`config.mk`:
```
export PLATFORM = sky130hd
export DESIGN_NAME = serial_motion_command_parser_unit
export DESIGN_NICKNAME = d
export VERILOG_FILES = /design/src/hdl/smcp_pkg.sv /design/src/hdl/smcp_seg_ram.sv /design/src/hdl/smcp_walk.sv /design/src/hdl/serial_motion_command_parser_unit.sv
export SDC_FILE = /design/constraint.sdc
export NUM_CORES = 2
export LEC_CHECK = 0
export BUFFER_PORTS_ARGS = -buffer_cell sky130_fd_sc_hd__buf_4
export CORE_ASPECT_RATIO = 1.4
export CORE_UTILIZATION = 51
export CTS_BUF_LIST = sky130_fd_sc_hd__clkbuf_4 sky130_fd_sc_hd__clkbuf_8
export DETAILED_ROUTE_END_ITERATION = 8
export GPL_TIMING_DRIVEN = 0
export PLACE_DENSITY = 0.67
export SLEW_MARGIN = 10
export SYNTH_ARGS = -nofsm -noshare
export SYNTH_HDL_FRONTEND = slang
export SYNTH_HIERARCHICAL = 1
export SYNTH_SLANG_ARGS = --single-unit
```
`constraint.sdc`:
```
create_clock -name clk -period 14.6 [get_ports clk]
set_input_delay 2.92 -clock clk [delete_from_list [all_inputs] [get_ports clk]]
set_output_delay 2.92 -clock clk [all_outputs]
set_load 0.03 [all_outputs]
```
`src/hdl/smcp_pkg.sv`:
```
`default_nettype none
// ----------------------------------------------------------------------------
// smcp_pkg
// Shared types and character codes for the serial motion command parser.
// ----------------------------------------------------------------------------
package smcp_pkg;

    localparam logic [7:0] CH_LF    = 8'h0A;
    localparam logic [7:0] CH_BANG  = 8'h21;
    localparam logic [7:0] CH_0     = 8'h30;
    localparam logic [7:0] CH_9     = 8'h39;
    localparam logic [7:0] CH_SEMI  = 8'h3B;
    localparam logic [7:0] CH_EQ    = 8'h3D;
    localparam logic [7:0] CH_X_UP  = 8'h58;
    localparam logic [7:0] CH_X_LO  = 8'h78;
    localparam logic [7:0] CH_Y_UP  = 8'h59;
    localparam logic [7:0] CH_Y_LO  = 8'h79;
    localparam logic [7:0] CH_M_UP  = 8'h4D;
    localparam logic [7:0] CH_M_LO  = 8'h6D;
    localparam logic [7:0] CH_H_UP  = 8'h48;
    localparam logic [7:0] CH_H_LO  = 8'h68;

    localparam logic [1:0] KIND_STEPPER = 2'd0;
    localparam logic [1:0] KIND_SERVO   = 2'd1;
    localparam logic [1:0] KIND_CORE    = 2'd2;
    localparam logic [1:0] KIND_HELP    = 2'd3;

    // attribute fields on the result beat; count wide enough for up to 15 pushes
    localparam int OUT_ATTRS = 4;
    localparam int CNT_W     = 4;

    typedef logic [31:0] word_t;

    typedef enum logic [1:0] {
        S_IDLE,
        S_READ,
        S_EVAL,
        S_EMIT
    } state_t;

    typedef struct packed {
        logic start;
        logic eval;
    } walk_ctl_t;

    typedef struct packed {
        logic       hit;
        logic [1:0] kind;
    } walk_res_t;

endpackage
`default_nettype wire

```
`src/hdl/smcp_seg_ram.sv`:
```
`default_nettype none
// ----------------------------------------------------------------------------
// smcp_seg_ram
// Segment byte store: one write port, one read port, registered read data.
// ----------------------------------------------------------------------------
module smcp_seg_ram #(
    parameter int DEPTH = 128,
    parameter int AW    = 7
) (
    input  wire logic          clk,
    input  wire logic          wr_en,
    input  wire logic [AW-1:0] wr_addr,
    input  wire logic [7:0]    wr_data,
    input  wire logic          rd_en,
    input  wire logic [AW-1:0] rd_addr,
    output      logic [7:0]    rd_data
);

    logic [7:0] mem [DEPTH];

    always_ff @(posedge clk)
    begin
        if (wr_en)
        begin
            mem[wr_addr] <= wr_data;
        end
    end

    always_ff @(posedge clk)
    begin
        if (rd_en)
        begin
            rd_data <= mem[rd_addr];
        end
    end

endmodule
`default_nettype wire

```
`src/hdl/smcp_walk.sv`:
```
`default_nettype none
// ----------------------------------------------------------------------------
// smcp_walk
// Backward segment walker: digit accumulator, attribute stack and letter
// decode, plus formatting of the result fields.
// ----------------------------------------------------------------------------
module smcp_walk #(
    parameter int MAX_ATTRS = 4
) (
    input  wire logic                  clk,
    input  wire logic                  rst_n,
    input  wire smcp_pkg::walk_ctl_t   ctl,
    input  wire logic [7:0]            data,
    output      smcp_pkg::walk_res_t   res,
    output      smcp_pkg::word_t       value,
    output      logic [2:0]            count,
    output      smcp_pkg::word_t       attr_a,
    output      smcp_pkg::word_t       attr_b,
    output      smcp_pkg::word_t       attr_c,
    output      smcp_pkg::word_t       attr_d
);

    import smcp_pkg::*;

    word_t            value_reg;
    word_t            weight_reg;
    logic [CNT_W-1:0] count_reg;
    word_t            attrs_reg [OUT_ATTRS];
    logic [1:0]       kind_reg;

    logic       is_digit;
    logic       is_push;
    logic       hit;
    logic [1:0] hit_kind;
    logic [3:0] digit;
    word_t      product;

    assign is_digit = (data >= CH_0) && (data <= CH_9);
    assign is_push  = (data == CH_SEMI) || (data == CH_EQ);
    assign digit    = 4'(data - CH_0);
    assign product  = weight_reg * word_t'(digit);

    always_comb
    begin
        hit      = 1'b1;
        hit_kind = KIND_STEPPER;
        case (data) inside
            CH_X_UP, CH_X_LO: hit_kind = KIND_STEPPER;
            CH_Y_UP, CH_Y_LO: hit_kind = KIND_SERVO;
            CH_M_UP, CH_M_LO: hit_kind = KIND_CORE;
            CH_H_UP, CH_H_LO: hit_kind = KIND_HELP;
            default:          hit      = 1'b0;
        endcase
    end

    assign res.hit  = hit;
    assign res.kind = kind_reg;

    always_ff @(posedge clk or negedge rst_n)
    begin
        if (!rst_n)
        begin
            count_reg <= '0;
        end
        else if (ctl.start)
        begin
            count_reg <= '0;
        end
        else if (ctl.eval && is_push && (count_reg < CNT_W'(MAX_ATTRS)))
        begin
            count_reg <= count_reg + 1'b1;
        end
    end

    always_ff @(posedge clk)
    begin
        if (ctl.start)
        begin
            value_reg  <= '0;
            weight_reg <= 32'd1;
            for (int k = 0; k < OUT_ATTRS; k++)
            begin
                attrs_reg[k] <= '0;
            end
        end
        else if (ctl.eval)
        begin
            if (is_digit)
            begin
                value_reg  <= value_reg + product;
                weight_reg <= (weight_reg << 3) + (weight_reg << 1);
            end
            else if (is_push)
            begin
                if ((count_reg < CNT_W'(MAX_ATTRS)) && (count_reg < CNT_W'(OUT_ATTRS)))
                begin
                    attrs_reg[count_reg[1:0]] <= value_reg;
                end
                value_reg  <= '0;
                weight_reg <= 32'd1;
            end
            if (hit)
            begin
                kind_reg <= hit_kind;
            end
        end
    end

    always_comb
    begin
        value  = '0;
        count  = '0;
        attr_a = '0;
        attr_b = '0;
        attr_c = '0;
        attr_d = '0;
        case (kind_reg)
            KIND_STEPPER, KIND_SERVO:
            begin
                value = value_reg;
            end
            KIND_CORE:
            begin
                value  = value_reg;
                count  = count_reg[2:0];
                attr_a = (count_reg == '0) ? value_reg : attrs_reg[0];
                attr_b = attrs_reg[1];
                attr_c = attrs_reg[2];
                attr_d = attrs_reg[3];
            end
            default:
            begin
                value = '0;
            end
        endcase
    end

    a_count_bound: assert property (@(posedge clk) disable iff (!rst_n)
        count_reg <= CNT_W'(MAX_ATTRS))
        else $error("attribute count beyond limit");

endmodule
`default_nettype wire

```
`src/hdl/serial_motion_command_parser_unit.sv`:
```
`default_nettype none
// ----------------------------------------------------------------------------
// serial_motion_command_parser_unit
// Line buffer and '!' command parser for received serial bytes.
// ----------------------------------------------------------------------------
// Ordinary bytes and line feeds: accepted while idle, no result beat. '!' over
// a segment walks its bytes from the last back, each in a read then an evaluate
// state, until a command letter is found; the result beat is then loaded once
// no earlier beat waits on cmd_stall. Input is stalled for all of that.
// A loaded beat waits in the output register while new bytes are taken.
// Reset clears line and segment lengths and the result valid, not the store.
// ----------------------------------------------------------------------------
module serial_motion_command_parser_unit #(
    parameter int LINE_DEPTH = 128,
    parameter int MAX_ATTRS  = 4
) (
    input  wire logic        clk,
    input  wire logic        rst_n,
    input  wire logic        rx_valid,
    output      logic        rx_stall,
    input  wire logic [7:0]  rx_byte,
    output      logic        cmd_valid,
    input  wire logic        cmd_stall,
    output      logic [1:0]  command_kind,
    output      logic [31:0] command_value,
    output      logic [2:0]  attribute_count,
    output      logic [31:0] attribute_a,
    output      logic [31:0] attribute_b,
    output      logic [31:0] attribute_c,
    output      logic [31:0] attribute_d
);

    import smcp_pkg::*;

    localparam int AW = $clog2(LINE_DEPTH);
    localparam int CW = $clog2(LINE_DEPTH + 1);

    state_t          state_reg, state_next;
    logic [CW-1:0]   line_len_reg, line_len_next;
    logic [CW-1:0]   seg_len_reg, seg_len_next;
    logic [CW-1:0]   idx_reg, idx_next;
    logic            cmd_valid_reg, cmd_valid_next;
    logic            load_out;

    logic [1:0]      command_kind_reg;
    word_t           command_value_reg;
    logic [2:0]      attribute_count_reg;
    word_t           attribute_a_reg;
    word_t           attribute_b_reg;
    word_t           attribute_c_reg;
    word_t           attribute_d_reg;

    logic            rx_accept;
    logic            wr_en;
    logic            rd_en;
    logic [7:0]      rd_data;
    logic [CW-1:0]   idx_dec;

    walk_ctl_t       wctl;
    walk_res_t       wres;
    word_t           w_value;
    logic [2:0]      w_count;
    word_t           w_a, w_b, w_c, w_d;

    assign rx_stall  = (state_reg != S_IDLE);
    assign rx_accept = rx_valid && !rx_stall;
    assign idx_dec   = idx_reg - 1'b1;

    smcp_seg_ram #(
        .DEPTH (LINE_DEPTH),
        .AW    (AW)
    ) u_ram (
        .clk     (clk),
        .wr_en   (wr_en),
        .wr_addr (seg_len_reg[AW-1:0]),
        .wr_data (rx_byte),
        .rd_en   (rd_en),
        .rd_addr (idx_dec[AW-1:0]),
        .rd_data (rd_data)
    );

    smcp_walk #(
        .MAX_ATTRS (MAX_ATTRS)
    ) u_walk (
        .clk    (clk),
        .rst_n  (rst_n),
        .ctl    (wctl),
        .data   (rd_data),
        .res    (wres),
        .value  (w_value),
        .count  (w_count),
        .attr_a (w_a),
        .attr_b (w_b),
        .attr_c (w_c),
        .attr_d (w_d)
    );

    always_ff @(posedge clk or negedge rst_n)
    begin
        if (!rst_n)
        begin
            state_reg     <= S_IDLE;
            line_len_reg  <= '0;
            seg_len_reg   <= '0;
            idx_reg       <= '0;
            cmd_valid_reg <= 1'b0;
        end
        else
        begin
            state_reg     <= state_next;
            line_len_reg  <= line_len_next;
            seg_len_reg   <= seg_len_next;
            idx_reg       <= idx_next;
            cmd_valid_reg <= cmd_valid_next;
        end
    end

    always_comb
    begin
        state_next     = state_reg;
        line_len_next  = line_len_reg;
        seg_len_next   = seg_len_reg;
        idx_next       = idx_reg;
        cmd_valid_next = cmd_valid_reg && cmd_stall;
        wr_en          = 1'b0;
        rd_en          = 1'b0;
        load_out       = 1'b0;
        wctl           = '0;
        unique case (state_reg)
            S_IDLE:
            begin
                if (rx_accept)
                begin
                    if (rx_byte == CH_LF)
                    begin
                        line_len_next = '0;
                        seg_len_next  = '0;
                    end
                    else if (line_len_reg < CW'(LINE_DEPTH))
                    begin
                        line_len_next = line_len_reg + 1'b1;
                        if (rx_byte == CH_BANG)
                        begin
                            seg_len_next = '0;
                            if (seg_len_reg != '0)
                            begin
                                idx_next   = seg_len_reg;
                                wctl.start = 1'b1;
                                state_next = S_READ;
                            end
                        end
                        else if (seg_len_reg < CW'(LINE_DEPTH))
                        begin
                            wr_en        = 1'b1;
                            seg_len_next = seg_len_reg + 1'b1;
                        end
                    end
                end
            end
            S_READ:
            begin
                rd_en      = 1'b1;
                idx_next   = idx_dec;
                state_next = S_EVAL;
            end
            S_EVAL:
            begin
                wctl.eval = 1'b1;
                if (wres.hit)
                begin
                    state_next = S_EMIT;
                end
                else if (idx_reg == '0)
                begin
                    state_next = S_IDLE;
                end
                else
                begin
                    state_next = S_READ;
                end
            end
            S_EMIT:
            begin
                if (!cmd_valid_reg || !cmd_stall)
                begin
                    load_out       = 1'b1;
                    cmd_valid_next = 1'b1;
                    state_next     = S_IDLE;
                end
            end
            default:
            begin
                state_next = S_IDLE;
            end
        endcase
    end

    always_ff @(posedge clk)
    begin
        if (load_out)
        begin
            command_kind_reg    <= wres.kind;
            command_value_reg   <= w_value;
            attribute_count_reg <= w_count;
            attribute_a_reg     <= w_a;
            attribute_b_reg     <= w_b;
            attribute_c_reg     <= w_c;
            attribute_d_reg     <= w_d;
        end
    end

    assign cmd_valid       = cmd_valid_reg;
    assign command_kind    = command_kind_reg;
    assign command_value   = command_value_reg;
    assign attribute_count = attribute_count_reg;
    assign attribute_a     = attribute_a_reg;
    assign attribute_b     = attribute_b_reg;
    assign attribute_c     = attribute_c_reg;
    assign attribute_d     = attribute_d_reg;

    a_seg_within_line: assert property (@(posedge clk) disable iff (!rst_n)
        seg_len_reg <= line_len_reg)
        else $error("segment longer than line");

    a_lf_clears: assert property (@(posedge clk) disable iff (!rst_n)
        rx_accept && (rx_byte == CH_LF) |=> (line_len_reg == '0) && (seg_len_reg == '0))
        else $error("line feed did not clear lengths");

    a_no_overwrite: assert property (@(posedge clk) disable iff (!rst_n)
        load_out |-> !(cmd_valid_reg && cmd_stall))
        else $error("result loaded over a waiting beat");

    a_walk_index: assert property (@(posedge clk) disable iff (!rst_n)
        (state_reg == S_READ) |-> (idx_reg != '0) && (idx_reg <= CW'(LINE_DEPTH)))
        else $error("walk index out of range");

endmodule
`default_nettype wire

```
==> metrics.md <==
| Metric | Value |
|---|---|
| Status | `completed` |
| Crit-path max FO | `around 130` |
| Max Clock Freq | `148 MHz` |
| Leading area contributor after synthesis | `edfxtp_1` |
| Routed wire length | `between 100 and 150 mm` |
| Wire per inst | `25.5 µm` |
| Area of the die | `about 120000 µm²` |
| Multi-input gate area | `17500 µm²` |
| Post-CTS resize count | `0` |
| H-tree levels | `4` |
| Worst Hold Class | `reg -> reg` |
| CTS Root Cell | `clkbuf_8` |
| Final non-filler cell total | `5750` |
| Flop pwr share | `38.6%` |
| Max reg flops | `1024` |
| Synth-to-layout area growth | `12.9%` |
| Antenna viol nets, final | `0` |
| Worst Max-Slew Pin Slew | `1.32 ns` |
| Data arrival time of the worst path | `7.28 ns` |
| Cell-internal power | `0.00801 W` |
| Most frequent cell after synthesis | `edfxtp_1` |
| Worst skew pair latency | `slightly above 0.9 ns` |
| Die Y | `411 µm` |
| Worst VDD drop | `0.000119 V` |
| Critical path required time | `15.13 ns` |
| Clock Power Share | `26.2%` |
| Skew final | `0.0547 ns` |
| Setup repair bufs after CTS | `0` |
| Share of total power in combinational logic | `35.2%` |
| Layout cells sized above 1 | `between 20% and 30%` |
| DR iter-0 viols | `2575` |
| CTS tree | `built` |
| Sink Count | `1422` |
| Routed vias | `32.9k` |
| Fillers | `9021` |
| Relative slew slack | `12.2%` |
| Leakage | `roughly 23 nW` |
| Post-Syn Area | `60800 µm²` |
| Initial core utilization | `~50%` |
| Slew Limit Fails | `0` |
| Sequential area share after synthesis | `between 60% and 70%` |
| DIE WIDTH | `294 µm` |
| Post-Syn Nets | `3769` |
| Final hold vios | `0` |
| Largest net degree at the start of global routing | `132` |
| Cells after Synth | `3600` |
| Final setup violation count | `0` |
| Initial DRT Pass Iterations | `7` |
| Initial antenna violation count | `6` |
| CP Capture Type | `flip-flop` |
| CTS clk-pin slew, worst paths | `0.06 ns` |
| Top cells by area in the synthesized netlist | `edfxtp_1 (66%), mux4_2 (12%), fa_1 (2.9%)` |
| Hold Buf Count CTS | `0` |
| Num CTS Buffers | `199` |
| Final period util | `46.2%` |
| Buffers on Ports | `178` |
| Most used flip-flop cell after synthesis | `edfxtp_1` |
| Sequential cell area | `between 40000 and 50000 µm²` |
| Cell Rows | `approximately 150` |
| Dpl cells | `roughly 5.4k` |
| Power per Cell Area | `176 nW/µm²` |
| Startpoint Class | `input port` |
| First-pass GRT wire length | `214 mm` |
| Min Clock Period, post-route | `6.74 ns` |
| Async SR Flop Fraction | `2.18%` |
| Tot Pwr | `0.0121 W` |
| CP Class | `in -> reg` |
| P_sw | `0.00406 W` |
| Syn avg cell area | `16.9 µm²` |
| Total gr overflow | `0` |
| Layout Nets | `roughly 4.2k` |
| Top cell type's share of synthesized area | `about two thirds` |
| Switch share | `around 34%` |
| RSZ-0062 raised after global routing | `no` |
| Post-synth EDFFs | `1327` |
| Yosys reg bits | `1422` |
| # DRC | `0` |
| Vias in the first global route | `33.6k` |
| I/O Pins | `179` |
| GRT Total Usage | `approximately a quarter` |
| Unique cell type count in the Yosys netlist | `93` |
| CTS max path bufs | `3` |
| Core box area | `118000 µm²` |
| Most frequent cells after synthesis | `edfxtp_1 (1327), mux4_2 (336), nor2_1 (300)` |
| Max-cap violation count | `0` |
| Gpl congestion | `0.994` |
| Synth Warn # | `6` |
| Via density per instance | `roughly 5.7` |
| DP HPWL | `roughly 100 mm` |
logic make-up (layout without fill, tap and decap cells):
kind of cell               after synthesis  count (layout)  synth area share [%]
xor gates and xnor gates                64              64                 0.922
buffers and inverters                  374             933                  2.52
muxes                                  352             352                  12.7
DFF                                   1422            1422                  68.9
and+or+nand+nor                        900             900                  7.17
adders and majority gates              157             157                  4.30
other                                    0               6                     0
AOI/OAI and AO/OA                      331             331                  3.47
per-layer routing:
layer / global-route usage [%] / part of all wire, %
met2: 45.0 / 54
met5: 0 / 0.027
met3: 4.07 / 5.7
met4: 15.4 / 6.6
met1: 26.7 / 34
stage by stage:
stage	worst slack (ns)	cell area [µm²]	util, %	hold slack (ns)	setup TNS (ns)
global placement	-0.191	64100	54.4	0.470	-29.22
CTS	7.86	68600	58.1	0.482	0
detailed placement	6.87	64500	54.7	0.472	0
floorplan	3.15	60800	-	0.452	0
finish	7.86	68700	58.2	0.480	0
global route	7.75	68700	58.2	0.519	0
power by group through the flow:
| stage | Combinational, W | Clock [W] | Sequential [W] |
|---|---|---|---|
| CTS | 0.00421 | 0.00324 | 0.00465 |
| global placement | 0.00417 | 0 | 0.00474 |
| finish | 0.00425 | 0.00316 | 0.00466 |
| global route | 0.00446 | 0.00340 | 0.00466 |
| detailed placement | 0.00420 | 0 | 0.00474 |
| floorplan | 0.00284 | 0 | 0.00470 |
placed cells by master (no fill, tap or decap), types with 9 or more instances in the layout:
cell type and count:
edfxtp_1 1327, mux4_2 336, nor2_1 300, and2_1 219, nand2_1 213, clkbuf_8 201
buf_4 189, inv_1 182, a21oi_1 121, clkbuf_1 99, fa_1 87, ha_1 70
dfxtp_1 64, clkinv_1 55, o21ai_0 50, clkbuf_4 50, nand3_1 45, xnor2_1 33
buf_2 32, xor2_1 31, dfrtp_1 31, clkinv_2 30, o21ai_1 23, a22oi_1 23
buf_1 20, a21o_1 19, nor2b_1 16, a31oi_1 16, a211oi_1 15, inv_2 15
bufinv_16 13, nor3_1 12, nand2b_1 11, and3_1 11, nand4_1 11, buf_6 10
o211ai_1 9, nor3_2 9
cell type report:
type	count	share of cell area, %
clock buffers	250	4.55
clock inverters	114	1.41
inverters	198	1.08
plain buffers	176	1.16
multi-input cells	1804	25.4
flip-flops and latches	1422	61.0
diodes	6	0.0219
well taps	1585	2.89
repair buffers	195	2.47
critical path, cell delays in order:
cell and delay [ns]:
buf_6 0.63, nor4bb_1 0.26, o21ai_0 0.35, and2_1 0.32, clkbuf_1 0.30, nor2b_1 0.31
nand3_1 0.52, clkbuf_2 0.60, nor2_1 0.80
worst paths after layout:
path / from / to / slack (ns) / cells after the start
min in group asynchronous: rst_n / cmd_valid / 1.94 / 1
setup / recovery: rx_byte[1] / u_ram/mem[62][1] / 7.86 / 9
setup reg to reg: u_ram/rd_data[3] / u_walk/value_reg[22] / 8.80 / 15
max in group asynchronous: rst_n / line_len_reg[2] / 12.29 / 1
hold / removal: u_walk/value_reg[25] / u_walk/value_reg[25] / 0.48 / 2
hold reg to reg: u_walk/value_reg[25] / u_walk/value_reg[25] / 0.48 / 2
(Power assumes the default switching activity.)
